===== src/sv/htc_pkg.sv =====
// Shared types and constants of the HTML text cleaner.
`timescale 1ns / 1ps

package htc_pkg;

    typedef struct packed {
        logic [7:0] in_byte;
        logic       in_last;
    } t_in;

    typedef struct packed {
        logic [7:0]  out_byte;
        logic        has_byte;
        logic        text_done;
        logic [15:0] text_length;
        logic        run_last;
    } t_out;

    // Commands from the controller to the datapath.
    typedef struct packed {
        logic load;
        logic step;
        logic fail;
        logic done;
        logic flush;
    } t_cmd;

    // Status from the datapath to the controller.
    typedef struct packed {
        logic work;
        logic ent_open;
        logic held_valid;
        logic out_free;
    } t_stat;

    typedef enum logic [2:0] {
        MODE_TEXT   = 3'b001,
        MODE_TAG    = 3'b010,
        MODE_ENTITY = 3'b100
    } t_mode;

    typedef enum logic [2:0] {
        ST_IDLE = 3'b001,
        ST_RUN  = 3'b010,
        ST_FIN  = 3'b100
    } t_state;

    localparam int N_ENT = 9;
    localparam int WINDOW_LEN = 10;
    localparam logic [9:0] NUM_CAP = 10'd512;
    localparam logic [13:0] NUM_SAT = 14'd1023;
    localparam logic [15:0] LIMIT_RESET = 16'd1024;

    localparam logic [7:0] CH_AMP   = 8'h26;
    localparam logic [7:0] CH_SEMI  = 8'h3B;
    localparam logic [7:0] CH_LT    = 8'h3C;
    localparam logic [7:0] CH_GT    = 8'h3E;
    localparam logic [7:0] CH_HASH  = 8'h23;
    localparam logic [7:0] CH_SPACE = 8'h20;
    localparam logic [7:0] CH_ZERO  = 8'h30;
    localparam logic [7:0] CH_NINE  = 8'h39;

    localparam logic [7:0] ENT_SEQ [N_ENT][8] = '{
        '{"&", "a", "m", "p", ";", 8'h00, 8'h00, 8'h00},
        '{"&", "l", "t", ";", 8'h00, 8'h00, 8'h00, 8'h00},
        '{"&", "g", "t", ";", 8'h00, 8'h00, 8'h00, 8'h00},
        '{"&", "q", "u", "o", "t", ";", 8'h00, 8'h00},
        '{"&", "#", "3", "9", ";", 8'h00, 8'h00, 8'h00},
        '{"&", "n", "b", "s", "p", ";", 8'h00, 8'h00},
        '{"&", "e", "n", "s", "p", ";", 8'h00, 8'h00},
        '{"&", "e", "m", "s", "p", ";", 8'h00, 8'h00},
        '{"&", "m", "i", "d", "d", "o", "t", ";"}
    };

    localparam logic [3:0] ENT_LEN [N_ENT] = '{
        4'd5, 4'd4, 4'd4, 4'd6, 4'd5, 4'd6, 4'd6, 4'd6, 4'd8
    };

    localparam logic [7:0] ENT_VAL [N_ENT] = '{
        8'h26, 8'h3C, 8'h3E, 8'h22, 8'h27, 8'h20, 8'h20, 8'h20, 8'h20
    };

endpackage


===== src/sv/htc_ctrl.sv =====
// Controller state machine of the HTML text cleaner.
`timescale 1ns / 1ps

module htc_ctrl (
    input  logic           i_clk,
    input  logic           i_rst_n,
    input  logic           i_valid,
    input  logic           i_last,
    input  htc_pkg::t_stat i_stat,
    output logic           o_ready,
    output htc_pkg::t_cmd  o_cmd
);

    htc_pkg::t_state r_state, n_state;
    logic r_last, n_last;
    logic go;

    assign o_ready = (r_state == htc_pkg::ST_IDLE);
    assign go = !i_stat.held_valid || i_stat.out_free;

    always_comb begin
        n_state = r_state;
        n_last = r_last;
        o_cmd = '0;
        unique case (r_state)
            htc_pkg::ST_IDLE: begin
                if (i_valid) begin
                    o_cmd.load = 1'b1;
                    n_last = i_last;
                    n_state = htc_pkg::ST_RUN;
                end
            end
            htc_pkg::ST_RUN: begin
                if (go) begin
                    if (i_stat.work) begin
                        o_cmd.step = 1'b1;
                    end else if (r_last && i_stat.ent_open) begin
                        o_cmd.fail = 1'b1;
                    end else if (r_last) begin
                        o_cmd.done = 1'b1;
                        n_state = htc_pkg::ST_FIN;
                    end else begin
                        o_cmd.flush = i_stat.held_valid;
                        n_state = htc_pkg::ST_IDLE;
                    end
                end
            end
            htc_pkg::ST_FIN: begin
                if (go) begin
                    o_cmd.flush = i_stat.held_valid;
                    n_state = htc_pkg::ST_IDLE;
                end
            end
            default: n_state = htc_pkg::ST_IDLE;
        endcase
    end

    always_ff @(posedge i_clk) begin
        if (!i_rst_n) begin
            r_state <= htc_pkg::ST_IDLE;
            r_last <= 1'b0;
        end else begin
            r_state <= n_state;
            r_last <= n_last;
        end
    end

endmodule


===== src/sv/htc_datapath.sv =====
// Datapath of the HTML text cleaner: byte ring, entity tracking, emit logic, result registers.
`timescale 1ns / 1ps

module htc_datapath #(
    parameter int DEPTH = 16
) (
    input  logic           i_clk,
    input  logic           i_rst_n,
    input  htc_pkg::t_cmd  i_cmd,
    input  logic [7:0]     i_byte,
    input  logic           i_cfg_we,
    input  logic [15:0]    i_cfg_data,
    input  logic           i_out_ready,
    output htc_pkg::t_stat o_stat,
    output logic           o_valid,
    output htc_pkg::t_out  o_data
);

    localparam int IW = $clog2(DEPTH);
    localparam int CW = $clog2(DEPTH + 1);

    function automatic logic [IW-1:0] ring_add(input logic [IW-1:0] base,
                                               input logic [CW-1:0] off);
        logic [IW:0] s;
        s = {1'b0, base} + (IW+1)'(off);
        if (s >= (IW+1)'(DEPTH)) s = s - (IW+1)'(DEPTH);
        return s[IW-1:0];
    endfunction

    logic [7:0] r_ring [DEPTH];
    logic [IW-1:0] r_head, n_head;
    logic [CW-1:0] r_cnt, n_cnt, r_pend, n_pend;
    htc_pkg::t_mode r_mode, n_mode;
    logic [9:0] r_val, n_val;
    logic r_ok, n_ok;
    logic [htc_pkg::N_ENT-1:0] r_mask, n_mask;
    logic r_hv, n_hv;
    logic [7:0] r_h, n_h;
    logic r_space, n_space;
    logic [15:0] r_emit, n_emit;
    logic r_lim, n_lim;
    logic [15:0] r_limit;
    logic r_held_v, n_held_v;
    htc_pkg::t_out r_held;
    logic r_ovalid;
    htc_pkg::t_out r_odata;

    logic [IW-1:0] rd_idx;
    logic [7:0] b;
    logic [CW-1:0] cnt_a;
    logic res_v;
    htc_pkg::t_out res;
    logic ws;
    logic is_digit;
    logic [13:0] nv;
    logic [htc_pkg::N_ENT-1:0] mask_b;
    logic matched;
    logic [7:0] mval;
    logic do_fail, do_clear;
    logic push_out;
    htc_pkg::t_out push_data;

    assign rd_idx = ring_add(r_head, r_cnt);
    assign b = r_ring[rd_idx];
    assign cnt_a = r_cnt + CW'(1);
    assign ws = (r_h == htc_pkg::CH_SPACE) || (r_h >= 8'd9 && r_h <= 8'd13);
    assign is_digit = (b >= htc_pkg::CH_ZERO) && (b <= htc_pkg::CH_NINE);
    assign nv = 14'(r_val) * 14'd10 + 14'(b - htc_pkg::CH_ZERO);

    // Candidate named entities that still agree with the byte at this position.
    always_comb begin
        matched = 1'b0;
        mval = '0;
        for (int e = 0; e < htc_pkg::N_ENT; e++) begin
            mask_b[e] = r_mask[e] && (r_cnt < CW'(htc_pkg::ENT_LEN[e]))
                        && (htc_pkg::ENT_SEQ[e][r_cnt[2:0]] == b);
            if (mask_b[e] && CW'(htc_pkg::ENT_LEN[e]) == cnt_a) begin
                matched = 1'b1;
                mval = mval | htc_pkg::ENT_VAL[e];
            end
        end
    end

    always_comb begin
        n_head = r_head;
        n_cnt = r_cnt;
        n_pend = r_pend;
        n_mode = r_mode;
        n_val = r_val;
        n_ok = r_ok;
        n_mask = r_mask;
        n_hv = r_hv;
        n_h = r_h;
        n_space = r_space;
        n_emit = r_emit;
        n_lim = r_lim;
        res_v = 1'b0;
        res = '0;
        do_fail = 1'b0;
        do_clear = 1'b0;

        if (i_cmd.load) begin
            n_pend = CW'(1);
        end

        if (i_cmd.step) begin
            if (r_lim) begin
                n_pend = '0;
                n_hv = 1'b0;
            end else if (r_hv) begin
                if (ws) begin
                    n_space = (r_emit != 16'd0);
                    n_hv = 1'b0;
                end else if (r_space) begin
                    if (({1'b0, r_emit} + 17'd2) > {1'b0, r_limit}) begin
                        n_lim = 1'b1;
                        n_hv = 1'b0;
                    end else begin
                        n_emit = r_emit + 16'd1;
                        n_space = 1'b0;
                        res_v = 1'b1;
                        res.out_byte = htc_pkg::CH_SPACE;
                        res.has_byte = 1'b1;
                        res.text_length = n_emit;
                    end
                end else begin
                    n_hv = 1'b0;
                    if (r_emit >= r_limit) begin
                        n_lim = 1'b1;
                    end else begin
                        n_emit = r_emit + 16'd1;
                        n_lim = (n_emit >= r_limit);
                        res_v = 1'b1;
                        res.out_byte = r_h;
                        res.has_byte = 1'b1;
                        res.text_length = n_emit;
                    end
                end
            end else begin
                n_pend = r_pend - CW'(1);
                unique case (r_mode)
                    htc_pkg::MODE_TAG: begin
                        if (b == htc_pkg::CH_GT) n_mode = htc_pkg::MODE_TEXT;
                        n_head = ring_add(r_head, CW'(1));
                    end
                    htc_pkg::MODE_ENTITY: begin
                        if (b == htc_pkg::CH_SEMI) begin
                            if (matched) begin
                                do_clear = 1'b1;
                                n_hv = 1'b1;
                                n_h = mval;
                            end else if (r_ok && r_cnt >= CW'(2)) begin
                                do_clear = 1'b1;
                                if (r_val >= 10'h20 && r_val < 10'h7F) begin
                                    n_hv = 1'b1;
                                    n_h = r_val[7:0];
                                end
                            end else if (r_cnt < CW'(htc_pkg::WINDOW_LEN)) begin
                                do_clear = 1'b1;
                            end else begin
                                do_fail = 1'b1;
                            end
                        end else begin
                            n_mask = mask_b;
                            n_cnt = cnt_a;
                            if (r_cnt == CW'(1)) begin
                                n_ok = (b == htc_pkg::CH_HASH);
                            end else if (r_ok && is_digit && r_val < htc_pkg::NUM_CAP) begin
                                n_val = (nv > htc_pkg::NUM_SAT) ? 10'd1023 : nv[9:0];
                            end else begin
                                n_ok = 1'b0;
                            end
                            if ((cnt_a >= CW'(htc_pkg::WINDOW_LEN) && !n_ok)
                                || cnt_a >= CW'(DEPTH)) begin
                                do_fail = 1'b1;
                            end
                        end
                    end
                    default: begin
                        if (b == htc_pkg::CH_LT) begin
                            n_mode = htc_pkg::MODE_TAG;
                            n_head = ring_add(r_head, CW'(1));
                        end else if (b == htc_pkg::CH_AMP) begin
                            n_mode = htc_pkg::MODE_ENTITY;
                            n_cnt = CW'(1);
                            n_val = '0;
                            n_ok = 1'b1;
                            n_mask = '1;
                        end else begin
                            n_hv = 1'b1;
                            n_h = b;
                            n_head = ring_add(r_head, CW'(1));
                        end
                    end
                endcase
            end
        end

        if (i_cmd.fail) do_fail = 1'b1;

        if (do_clear) begin
            n_mode = htc_pkg::MODE_TEXT;
            n_cnt = '0;
            n_val = '0;
            n_ok = 1'b0;
            n_head = ring_add(r_head, cnt_a);
        end

        // The '&' is emitted and every byte behind it goes back to the pending queue.
        if (do_fail) begin
            n_mode = htc_pkg::MODE_TEXT;
            n_cnt = '0;
            n_val = '0;
            n_ok = 1'b0;
            n_head = ring_add(r_head, CW'(1));
            n_pend = r_pend + r_cnt - CW'(1);
            n_hv = 1'b1;
            n_h = htc_pkg::CH_AMP;
        end

        if (i_cmd.done) begin
            res_v = 1'b1;
            res.text_done = 1'b1;
            res.text_length = r_emit;
            n_mode = htc_pkg::MODE_TEXT;
            n_cnt = '0;
            n_pend = '0;
            n_val = '0;
            n_ok = 1'b0;
            n_hv = 1'b0;
            n_space = 1'b0;
            n_emit = '0;
            n_lim = 1'b0;
        end
    end

    assign push_out = (res_v && r_held_v) || i_cmd.flush;
    assign n_held_v = res_v ? 1'b1 : (i_cmd.flush ? 1'b0 : r_held_v);

    always_comb begin
        push_data = r_held;
        push_data.run_last = i_cmd.flush;
    end

    always_ff @(posedge i_clk) begin
        if (!i_rst_n) begin
            r_head <= '0;
            r_cnt <= '0;
            r_pend <= '0;
            r_mode <= htc_pkg::MODE_TEXT;
            r_val <= '0;
            r_ok <= 1'b0;
            r_hv <= 1'b0;
            r_space <= 1'b0;
            r_emit <= '0;
            r_lim <= 1'b0;
            r_limit <= htc_pkg::LIMIT_RESET;
            r_held_v <= 1'b0;
            r_ovalid <= 1'b0;
        end else begin
            r_head <= n_head;
            r_cnt <= n_cnt;
            r_pend <= n_pend;
            r_mode <= n_mode;
            r_val <= n_val;
            r_ok <= n_ok;
            r_hv <= n_hv;
            r_space <= n_space;
            r_emit <= n_emit;
            r_lim <= n_lim;
            if (i_cfg_we) r_limit <= i_cfg_data;
            r_held_v <= n_held_v;
            if (push_out) begin
                r_ovalid <= 1'b1;
            end else if (i_out_ready) begin
                r_ovalid <= 1'b0;
            end
        end
    end

    always_ff @(posedge i_clk) begin
        r_mask <= n_mask;
        r_h <= n_h;
        if (i_cmd.load) r_ring[rd_idx] <= i_byte;
        if (res_v) r_held <= res;
        if (push_out) r_odata <= push_data;
    end

    assign o_stat.work = r_hv || (r_pend != '0);
    assign o_stat.ent_open = (r_mode == htc_pkg::MODE_ENTITY) && !r_lim;
    assign o_stat.held_valid = r_held_v;
    assign o_stat.out_free = !r_ovalid || i_out_ready;
    assign o_valid = r_ovalid;
    assign o_data = r_odata;

endmodule


===== src/sv/html_text_cleaner.sv =====
// Top level of the HTML text cleaner.
//
//   channel   direction  handshake           payload
//   input     in         i_valid / o_ready   i_data  (htc_pkg::t_in)
//   output    out        o_valid / i_ready   o_data  (htc_pkg::t_out)
//   config    in         i_cfg_we            i_cfg_data (output_limit)
//
// One byte is taken per transfer; a plain character is first classified by the step unit,
// then emitted into the hold register, and is pushed to the output register when its run
// ends; only then is the next byte taken. A pending space adds a step of its own, and each
// buffered byte replayed after a failed entity is stepped again.
// The last byte of a text adds a done step and a finish state for the done result.
// The input waits on the shared single-byte step unit that works through the byte ring.
// Reset is synchronous and active low; the output limit returns to 1024.
// A stalled output holds the step unit once the one-result hold register is full.
`timescale 1ns / 1ps

module html_text_cleaner #(
    parameter int ENTITY_BUFFER_DEPTH = 16
) (
    input  logic          i_clk,
    input  logic          i_rst_n,
    input  logic          i_valid,
    output logic          o_ready,
    input  htc_pkg::t_in  i_data,
    output logic          o_valid,
    input  logic          i_ready,
    output htc_pkg::t_out o_data,
    input  logic          i_cfg_we,
    input  logic [15:0]   i_cfg_data
);

    htc_pkg::t_cmd cmd;
    htc_pkg::t_stat stat;

    htc_ctrl u_ctrl (
        .i_clk   (i_clk),
        .i_rst_n (i_rst_n),
        .i_valid (i_valid),
        .i_last  (i_data.in_last),
        .i_stat  (stat),
        .o_ready (o_ready),
        .o_cmd   (cmd)
    );

    htc_datapath #(
        .DEPTH (ENTITY_BUFFER_DEPTH)
    ) u_dp (
        .i_clk       (i_clk),
        .i_rst_n     (i_rst_n),
        .i_cmd       (cmd),
        .i_byte      (i_data.in_byte),
        .i_cfg_we    (i_cfg_we),
        .i_cfg_data  (i_cfg_data),
        .i_out_ready (i_ready),
        .o_stat      (stat),
        .o_valid     (o_valid),
        .o_data      (o_data)
    );

endmodule


===== config.mk =====
export PLATFORM = sky130hd
export DESIGN_NAME = html_text_cleaner
export DESIGN_NICKNAME = d
export VERILOG_FILES = /design/src/sv/htc_pkg.sv /design/src/sv/htc_ctrl.sv /design/src/sv/htc_datapath.sv /design/src/sv/html_text_cleaner.sv
export SDC_FILE = /design/constraint.sdc
export NUM_CORES = 1
export LEC_CHECK = 0
export ABC_CLOCK_PERIOD_IN_PS = 9040
export BUFFER_PORTS_ARGS = -buffer_cell sky130_fd_sc_hd__buf_2
export CAP_MARGIN = 20
export CORE_MARGIN = 5
export CORE_UTILIZATION = 45
export DETAILED_ROUTE_END_ITERATION = 6
export PLACE_DENSITY = 0.57
export REMOVE_ABC_BUFFERS = 1
export SETUP_SLACK_MARGIN = 0.05
export SLEW_MARGIN = 20
export SYNTH_ARGS = -nofsm -noshare
export SYNTH_HDL_FRONTEND = slang
export SYNTH_HIERARCHICAL = 1
export SYNTH_SLANG_ARGS = --single-unit
export TNS_END_PERCENT = 5

===== constraint.sdc =====
create_clock -name i_clk -period 9.04 [get_ports i_clk]
set_clock_uncertainty 0.2 [all_clocks]
set_input_delay 1.356 -clock i_clk [delete_from_list [all_inputs] [get_ports i_clk]]
set_output_delay 1.356 -clock i_clk [all_outputs]
set_load 0.02 [all_outputs]

==> impl_metrics.env, run 1 <==
export IMPL_status="finished clean"
export IMPL_synth_most_common_cell="edfxtp_1"
export IMPL_min_path_type="reg -> reg"
export IMPL_die_w_um=199.2
export IMPL_cts_sinks=267
export IMPL_crit_chain="inv_1, ha_2, buf_4, mux4_2, and3_1, a211o_1, nand2_2, inv_1, ha_1, fa_1, a31oi_1, o311ai_1, a31oi_1, o2111ai_1, o221a_2, a211oi_1, nor4_4, a21oi_1"
export IMPL_vias_per_cell=5.975
export IMPL_finalPower_mw=2.892
export IMPL_dieArea_mm2=0.03967
export IMPL_rsz0062_at_grt="no"
export IMPL_tns_ps=0
export IMPL_cts_hold_buffers_added=0
export IMPL_grt_pass1_wl_um=65260
export IMPL_critical_path_slowest_cell="ha_2"
export IMPL_synthXorXnorAreaFrac=0.04560
export IMPL_core_area_mm2=0.03548
export IMPL_clk_latency_ps=570
export IMPL_period_share=0.7411
export IMPL_finalHoldViolCount=0
export IMPL_io_buffers=58
export IMPL_grt_pass1_vias=11508
export IMPL_io_pin_count=59
export IMPL_track_usage=0.2076
export IMPL_synth_top_family_by_area="compound AO/OA/AOI/OAI gates"
export IMPL_nNetsFinal=1686
export IMPL_synthTopCellsByCount="190 x edfxtp_1, 102 x ha_1, 97 x nor2_1"
export IMPL_avgSynthCellArea_um2=10.64
export IMPL_fmax_mhz=149.3
export IMPL_antenna_found_initial=2
export IMPL_critPathMaxStageDelay_ps=880
export IMPL_vias=12142
export IMPL_crit_fanout=30
export IMPL_crit_path_end_kind="flip-flop"
export IMPL_max_slew_margin=0.3710
export IMPL_worstMarginPinSlew_ps=938.4
export IMPL_ctsHtreeMaxLevel=1
export IMPL_netlist_instances=1514
export IMPL_yosys_area_share_simple=0.1523
export IMPL_ir_drop_mv=0.1861
export IMPL_final_fill_count=3197
export IMPL_cap_violations=0
export IMPL_powerDensity_mw_per_mm2=163.1
export IMPL_die_height_um=199.2
export IMPL_yosysTopAreaCell="edfxtp_1"
export IMPL_post_drt_wl_per_cell_um=20.59
export IMPL_grt_max_degree=40
export IMPL_initial_core_util=0.4539
export IMPL_cts_buffer_depth=3
export IMPL_area_growth_pct=10.10
export IMPL_dr_pass1_iters=6
export IMPL_cts_tree="yes"
export IMPL_synth_compound_area_share=0.1570
export IMPL_cts_buffers_inserted=29
export IMPL_p_leak_nw=6.917
export IMPL_rows=69
export IMPL_synth_seq_area_share=0.4500
export IMPL_setup_viol=0
export IMPL_fin_crit_ps=6700
export IMPL_required_ps=9340
export IMPL_cts_setup_buffers=0
export IMPL_diodes=0
export IMPL_synth_adder_area_share=0.08608
export IMPL_gr_total_overflow=0
export IMPL_clkTransAtPathRegs_ps=60
export IMPL_route_detailed_drc=0
export IMPL_arrival_ps=7000
export IMPL_place_gp_congestion=0.9333
export IMPL_place_hpwl_um=30690
export IMPL_synthArstFlopShare=0
export IMPL_synth_edf_count=190
export IMPL_drive_gt1_frac=0.1394
export IMPL_cts_repair_resized=0
export IMPL_ys_ff_latch=267
export IMPL_drv_slew=0
export IMPL_ys_dominant_reg_cell="edfxtp_1"
export IMPL_root_buffer="clkbuf_16"
export IMPL_yosysUniqueCellTypes=107
export IMPL_syn_area_mm2=0.01611
export IMPL_startpoint_type="flip-flop"
export IMPL_totalWireLength_um=41830
export IMPL_yosys_top_cells_area="edfxtp_1 35%, dfxtp_1 9.6%, ha_1 7.9%"
export IMPL_antenna_left=0
export IMPL_synth_top_area_share=0.3543
export IMPL_whs_ps=218.3
export IMPL_critPathKind="reg -> reg"
export IMPL_synth_area_mux_share=0.06906
export IMPL_ys_warnings_count=6
export IMPL_drt_initial_drc_count=1119
cell families (layout without fill, tap and decap cells):
kind of cell | after synthesis | after routing
simple gates | 460 | 460
fa+ha+maj | 108 | 108
xor+xnor | 80 | 80
mux | 73 | 73
flops | 267 | 267
compound gates | 372 | 372
buf+inv | 154 | 211
worst paths after layout:
path                            from  slack, ps  depth (start not counted)               to
setup / recovery       u_dp/r_cnt[0]       2340                         18    u_dp/r_val[3]
setup reg to reg       u_dp/r_cnt[0]       2340                         18    u_dp/r_val[3]
hold reg to reg   u_dp/push_data[15]        220                          0  u_dp/o_data[15]
hold / removal    u_dp/push_data[15]        220                          0  u_dp/o_data[15]
layout by cell type, fill, tap and decap left out, drive strengths merged, types with 8 or more instances in the layout:
| master | n |
|---|---|
| o21ai | 84 |
| inv | 76 |
| a211o | 8 |
| a21o | 33 |
| buf | 84 |
| nor2 | 101 |
| nand2 | 90 |
| edfxtp | 190 |
| clkbuf | 38 |
| nand3 | 70 |
| nor3 | 39 |
| nand2b | 17 |
| a21oi | 91 |
| a22o | 12 |
| and3 | 33 |
| o21a | 10 |
| xnor2 | 63 |
| xor2 | 17 |
| a211oi | 24 |
| nor4 | 15 |
| nand4 | 12 |
| a31oi | 16 |
| ha | 102 |
| nor2b | 15 |
| clkinv | 10 |
| and2 | 11 |
| or3 | 21 |
| o211ai | 11 |
| mux2i | 38 |
| dfxtp | 77 |
| mux4 | 30 |
stage by stage:
stage / std cells / util / instance area [um^2] / worst slack [ps]
2_1_floorplan: 1434 / - / 15740 / 2744
3_3_place_gp: 1979 / 0.4740 / 16820 / 2578
3_5_place_dp: 1979 / 0.4742 / 16820 / 2394
4_1_cts: 2032 / 0.4997 / 17730 / 2366
5_1_grt: 2032 / 0.4997 / 17730 / 1871
6_report: 2032 / 0.4997 / 17730 / 2340
critical path, delay by kind of cell, from the launching register on:
family / cells / cell delay, ps
DFF: 1 / 720
buffers and inverters: 3 / 970
AOI/OAI and AO/OA: 8 / 2090
adders and majority gates: 3 / 1510
muxes: 1 / 550
and+or+nand+nor: 3 / 600
registers in the layout, indices dropped and copies added, names as in the netlist, 3 cells and up:
register,cells
u_dp/r_head,4
u_dp/r_val,10
u_dp/r_mode,3
u_ctrl/r_state,3
u_dp/r_pend,5
u_dp/r_emit,16
u_dp/r_ring,128
u_dp/r_cnt,5
u_dp/r_h,8
u_dp/o_data,27
u_dp/r_mask,9
u_dp/push_data,26
u_dp/r_limit,16
layer usage:
layer	global-route usage	wire length, um	vias up	part of all wire
li1	-	-	5785	-
met1	0.3033	19720	5871	0.47
met2	0.3243	18740	408	0.45
met3	0.03052	2251	76	0.054
met4	0.05826	1118	2	0.027
met5	0	7	-	0.00017
cell type report:
cell class                 instances  area (um^2)  share of cell area
clock buffer                      38        759.5             0.04283
clock inverter                    15        145.1            0.008185
inverter                          74        280.3             0.01581
multi-input combinational       1093         8238              0.4646
sequential                       267         7247              0.4087
tap                              461        576.8             0.03253
timing repair buffer              84        485.5             0.02738
power by group:
group | switching, mW | internal, mW | total [mW]
clock | 0.486 | 0.652 | 1.14
combinational | 0.240 | 0.146 | 0.385
sequential | 0.0285 | 1.34 | 1.37
(Power assumes the default switching activity.)
==> run 2: changes to the inputs <==
--- a/config.mk
+++ b/config.mk
@@ -5,7 +5,7 @@
 export SDC_FILE = /design/constraint.sdc
 export NUM_CORES = 1
 export LEC_CHECK = 0
-export ABC_CLOCK_PERIOD_IN_PS = 9040
+export ABC_CLOCK_PERIOD_IN_PS = 6250
 export BUFFER_PORTS_ARGS = -buffer_cell sky130_fd_sc_hd__buf_2
 export CAP_MARGIN = 20
 export CORE_MARGIN = 5
==> constraint.sdc (replaced) <==
create_clock -name i_clk -period 6.25 [get_ports i_clk]
set_clock_uncertainty 0.2 [all_clocks]
set_input_delay 0.9375 -clock i_clk [delete_from_list [all_inputs] [get_ports i_clk]]
set_output_delay 0.9375 -clock i_clk [all_outputs]
set_load 0.02 [all_outputs]
==> impl_metrics.env, run 2 (synthesis results as in run 1) <==
export IMPL_status="finished with violations"
export IMPL_violations="design-rule violations"
export IMPL_setup_viol=0
export IMPL_reg2regPathDepth=19
export IMPL_period_share=0.9279
export IMPL_ir_drop_mv=0.2853
export IMPL_clkTransAtPathRegs_ps=60
export IMPL_crit_path_end_kind="flip-flop"
export IMPL_clk_latency_ps=570
export IMPL_min_path_type="reg -> reg"
export IMPL_area_growth_pct=11.97
export IMPL_nNetsFinal=1712
export IMPL_worstMarginPinSlew_ps=954.6
export IMPL_largest_reg_flops=128
export IMPL_dieArea_mm2=0.03967
export IMPL_drt_initial_drc_count=1225
export IMPL_top_register="u_dp/r_ring"
export IMPL_grt_pass1_wl_um=66650
export IMPL_arrival_ps=6090
export IMPL_max_slew_margin=0.3604
export IMPL_root_buffer="clkbuf_16"
export IMPL_gr_total_overflow=0
export IMPL_holdPathStages=0
export IMPL_reg2reg_from="u_dp/r_head[0]"
export IMPL_antenna_found_initial=0
export IMPL_final_cell_mix="190 x edfxtp_1, 101 x ha_1, 97 x nor2_1, 89 x a21oi_1, 86 x nand2_1"
export IMPL_finalHoldViolCount=0
export IMPL_crit_fanout=20
export IMPL_dr_pass1_iters=7
export IMPL_vias=12063
export IMPL_grt_pass1_vias=11588
export IMPL_reg2reg_slack_ps=450
export IMPL_place_ws_ps=498.7
export IMPL_final_fill_count=3174
export IMPL_cts_sinks=267
export IMPL_r2r_end="u_dp/r_val[1]"
export IMPL_setup_ws_ps=450.5
export IMPL_cts_buffer_depth=3
export IMPL_finalNonFillerCells=2059
export IMPL_fin_crit_ps=5800
export IMPL_fmax_mhz=172.4
export IMPL_place_hpwl_um=31940
export IMPL_required_ps=6540
export IMPL_layout_commonest_cell="edfxtp_1"
export IMPL_totalWireLength_um=42400
export IMPL_dp_cells=2003
export IMPL_antenna_left=0
export IMPL_initial_core_util=0.4539
export IMPL_cap_violations=0
export IMPL_hold_start="u_dp/push_data[3]"
export IMPL_place_gp_congestion=0.9562
export IMPL_whs_endpoint="u_dp/o_data[3]"
export IMPL_die_w_um=199.2
export IMPL_grt_max_degree=33
export IMPL_vias_per_cell=5.859
export IMPL_rsz0062_at_grt="no"
export IMPL_p_leak_nw=7.099
export IMPL_startpoint_type="flip-flop"
export IMPL_drv_slew=0
export IMPL_core_area_mm2=0.03548
export IMPL_post_drt_wl_per_cell_um=20.59
export IMPL_route_detailed_drc=2
export IMPL_drive_gt1_frac=0.1558
export IMPL_powerDensity_mw_per_mm2=239.5
export IMPL_track_usage=0.2101
export IMPL_cts_hold_buffers_added=0
export IMPL_io_buffers=58
export IMPL_ctsHtreeMaxLevel=1
export IMPL_rows=69
export IMPL_critPathKind="reg -> reg"
export IMPL_diodes=0
export IMPL_cts_buffers_inserted=30
export IMPL_cts_tree="yes"
export IMPL_io_pin_count=59
export IMPL_die_height_um=199.2
export IMPL_utilization=0.5082
## run 2: changes by cell type in the layout (fill, tap and decap cells not counted), moves of 2 or more
cell,change
buf_4,+22
bufinv_16,+2
clkbuf_1,-6
clkinv_4,+3
clkinv_2,+2
buf_12,+2
## run 2: layout make-up
class                      instances  area [um^2]  area share
clock inverter                    22        236.5     0.01311
tap                              461        576.8     0.03199
clock buffer                      33        762.0     0.04225
multi-input combinational       1093         8229      0.4563
inverter                          74        280.3     0.01554
sequential                       267         7247      0.4019
timing repair buffer             109        701.9     0.03892
## run 2: timing repair
item                                    4_1_cts  5_1_grt
buffers inserted                              0        1
gates resized for setup                       0        1
endpoints found under the setup margin        0        9
## run 2: stage by stage
step / total power [mW] / area, um^2 / hold WS (ps) / setup TNS [ps]
finish: 4.318 / 18030 / 218.6 / 0
floorplan: 2.395 / 15740 / 200.3 / -353.2
global route: 4.492 / 18030 / 227.5 / 0
CTS: 4.358 / 18020 / 218.6 / 0
global placement: 2.575 / 17020 / 202.1 / 0
detailed placement: 2.579 / 17020 / 204.5 / 0
## run 2: worst max-delay path by stage
stage,startpoint,cells past startpoint,slack (ps),endpoint
6_report,u_dp/r_head[0],19,450,u_dp/r_val[1]
3_3_place_gp,u_dp/r_head[0],18,670,u_dp/r_val[0]
4_1_cts,u_dp/r_head[0],18,470,u_dp/r_val[1]
3_5_place_dp,u_dp/r_head[0],18,500,u_dp/r_val[0]
5_1_grt,u_dp/r_head[0],19,90,u_dp/r_val[2]
2_1_floorplan,u_dp/r_cnt[0],17,-50,u_dp/r_val[0]
## run 2: critical path, cell delays in order, from the launching register on
cell and delay, ps:
dfxtp_1 360, ha_1 250, fa_2 770, buf_6 290, mux4_2 330, and3_1 220
a211o_1 330, nand2_2 200, inv_1 160, ha_1 250, fa_1 420, a31oi_1 250
o311ai_1 190, a31oi_1 250, o2111ai_1 220, o221a_2 280, a211oi_1 360, nor4_4 70
buf_4 190, a21oi_1 140
## run 2: per-layer routing
metal,up-vias,GRT usage,part of all wire
met3,68,0.02360,0.050
met5,-,0,0
met4,0,0.04914,0.024
met2,323,0.3166,0.43
li1,5822,-,-
met1,5850,0.3256,0.49
## run 2: report_power, final
part,internal (mW),switching (mW),total (mW)
Sequential,1.94,0.0416,1.98
Combinational,0.217,0.351,0.567
Clock,1.05,0.724,1.77
==> run 3: changes to the inputs <==
--- a/config.mk
+++ b/config.mk
@@ -8,6 +8,7 @@
 export ABC_CLOCK_PERIOD_IN_PS = 6250
 export BUFFER_PORTS_ARGS = -buffer_cell sky130_fd_sc_hd__buf_2
 export CAP_MARGIN = 20
+export CORE_ASPECT_RATIO = 0.7
 export CORE_MARGIN = 5
 export CORE_UTILIZATION = 45
 export DETAILED_ROUTE_END_ITERATION = 6
==> impl_metrics.env, run 3 (synthesis results as in run 1) <==
export IMPL_dieArea_mm2=0.03973
export IMPL_grt_max_degree=34
export IMPL_place_ws_ps=316.0
export IMPL_critical_path_slowest_cell="fa_2"
export IMPL_power_switching_mw=1.109
export IMPL_route_detailed_drc=0
export IMPL_critPathKind="reg -> reg"
export IMPL_final_cell_mix="190 x edfxtp_1, 101 x ha_1, 97 x nor2_1, 89 x a21oi_1, 86 x nand2_1"
export IMPL_startpoint_type="flip-flop"
export IMPL_totalWireLength_um=44450
export IMPL_fmax_mhz=171.9
export IMPL_setup_viol=0
export IMPL_powerDensity_mw_per_mm2=238.5
export IMPL_power_frac_comb=0.132
export IMPL_fin_crit_ps=5817
export IMPL_ctsHtreeMaxLevel=1
export IMPL_crit_path_end_kind="flip-flop"
export IMPL_antenna_found_initial=0
export IMPL_cts_sinks=267
export IMPL_finalHoldViolCount=0
export IMPL_clkTransAtPathRegs_ps=60
export IMPL_gr_total_overflow=0
export IMPL_p_leak_nw=7.059
export IMPL_power_frac_seq=0.461
export IMPL_core_area_mm2=0.03563
export IMPL_grt_pass1_wl_um=68720
export IMPL_drt_initial_drc_count=1136
export IMPL_arrival_ps=6110
export IMPL_clockPowerShare=0.407
export IMPL_largest_reg_flops=128
export IMPL_root_buffer="clkbuf_16"
export IMPL_die_w_um=236.1
export IMPL_critPathMaxStageDelay_ps=740
export IMPL_drive_gt1_frac=0.1532
export IMPL_tns_ps=0
export IMPL_rsz0062_at_grt="no"
export IMPL_final_fill_count=3218
export IMPL_dr_pass1_iters=5
export IMPL_io_pin_count=59
export IMPL_diodes=0
export IMPL_crit_chain="ha_1, fa_2, buf_6, mux4_2, and3_1, a211o_1, nand2_2, inv_1, ha_1, fa_1, a31oi_1, o311ai_1, a31oi_1, o2111ai_1, o221a_2, a211oi_1, nor4_4, buf_4, a21oi_1"
export IMPL_layout_commonest_cell="edfxtp_1"
export IMPL_initial_core_util=0.4520
export IMPL_power_switching_share=0.2584
export IMPL_grt_pass1_vias=11628
export IMPL_required_ps=6540
export IMPL_intPower_mw=3.184
export IMPL_min_path_type="reg -> reg"
export IMPL_clk_latency_ps=580
export IMPL_cts_buffers_inserted=29
export IMPL_cap_violations=0
export IMPL_ir_drop_mv=0.2028
export IMPL_cts_buffer_depth=3
export IMPL_top_register="u_dp/r_ring"
export IMPL_crit_fanout=19
export IMPL_rows=58
export IMPL_io_buffers=58
export IMPL_period_share=0.9307
export IMPL_worstMarginPinSlew_ps=1055
export IMPL_post_drt_wl_per_cell_um=21.44
export IMPL_antenna_left=0
export IMPL_die_height_um=168.3
export IMPL_area_growth_pct=11.79
export IMPL_status="finished clean"
export IMPL_cts_tree="yes"
export IMPL_vias=12422
export IMPL_track_usage=0.2174
export IMPL_place_hpwl_um=33060
export IMPL_drv_slew=0
export IMPL_nNetsFinal=1708
export IMPL_place_gp_congestion=0.9670
export IMPL_vias_per_cell=5.992
export IMPL_finalPower_mw=4.293
export IMPL_setup_ws_ps=433.0
export IMPL_max_slew_margin=0.2927
==> run 3: power groups by stage <==
stage          clock network (mW)  logic, mW  registers (mW)
6_report                     1.75      0.567            1.98
3_3_place_gp                    0      0.552            2.02
4_1_cts                      1.78      0.561            1.98
5_1_grt                      1.87      0.624            1.99
3_5_place_dp                    0      0.558            2.02
2_1_floorplan                   0      0.392            2.00
==> run 3: what timing repair did <==
action | in CTS | in global routing
buffers inserted | 0 | 1
gates resized for setup | 0 | 2
hold buffers | 0 | 0
hold endpoints to repair | 0 | 0
endpoints found under the setup margin | 0 | 10
==> run 3: path summary, 6_finish.rpt <==
| path | depth (start not counted) | end | start | slack, ps |
|---|---|---|---|---|
| worst max-delay path | 19 | u_dp/r_val[2] | u_dp/r_cnt[0] | 430 |
| worst min-delay path | 0 | u_dp/o_data[24] | u_dp/push_data[24] | 220 |
| worst max register to register | 19 | u_dp/r_val[2] | u_dp/r_cnt[0] | 430 |
| worst min register to register | 0 | u_dp/o_data[24] | u_dp/push_data[24] | 220 |
==> run 3: per-stage QoR <==
| stage | instances | area (um^2) | utilization | hold slack [ps] |
|---|---|---|---|---|
| 2_1_floorplan | 1434 | 15740 | - | 200.3 |
| 4_1_cts | 2072 | 17990 | 0.5049 | 216.2 |
| 3_3_place_gp | 2019 | 17030 | 0.4779 | 204.8 |
| 3_5_place_dp | 2019 | 17030 | 0.4779 | 204.5 |
| 6_report | 2073 | 18000 | 0.5053 | 216.3 |
| 5_1_grt | 2073 | 18000 | 0.5053 | 226.5 |
==> run 3: cell type report <==
cell class	instances	area, um^2	share of cell area
inverters	74	280.3	0.01557
clock inverters	18	205.2	0.01140
repair buffers	106	666.9	0.03704
multi-input cells	1093	8244	0.4579
clock buffers	35	758.2	0.04212
well taps	480	600.6	0.03336
flip-flops and latches	267	7248	0.4026
==> run 3: critical path, delay by kind of cell (launching register included) <==
family | cells | cell delay, ps
flip-flops | 1 | 420
AO/OA/AOI/OAI | 8 | 2040
adder cells (fa/ha/maj) | 4 | 1650
multiplexers | 1 | 340
AND/OR/NAND/NOR | 3 | 480
buffers and inverters | 3 | 600
==> run 3: metal layers <==
metal,vias up,global-route usage,part of all wire
met2,500,0.2812,0.37
met3,44,0.04126,0.085
li1,5813,-,-
met4,0,0.03507,0.014
met5,-,0,0
met1,6065,0.3718,0.53
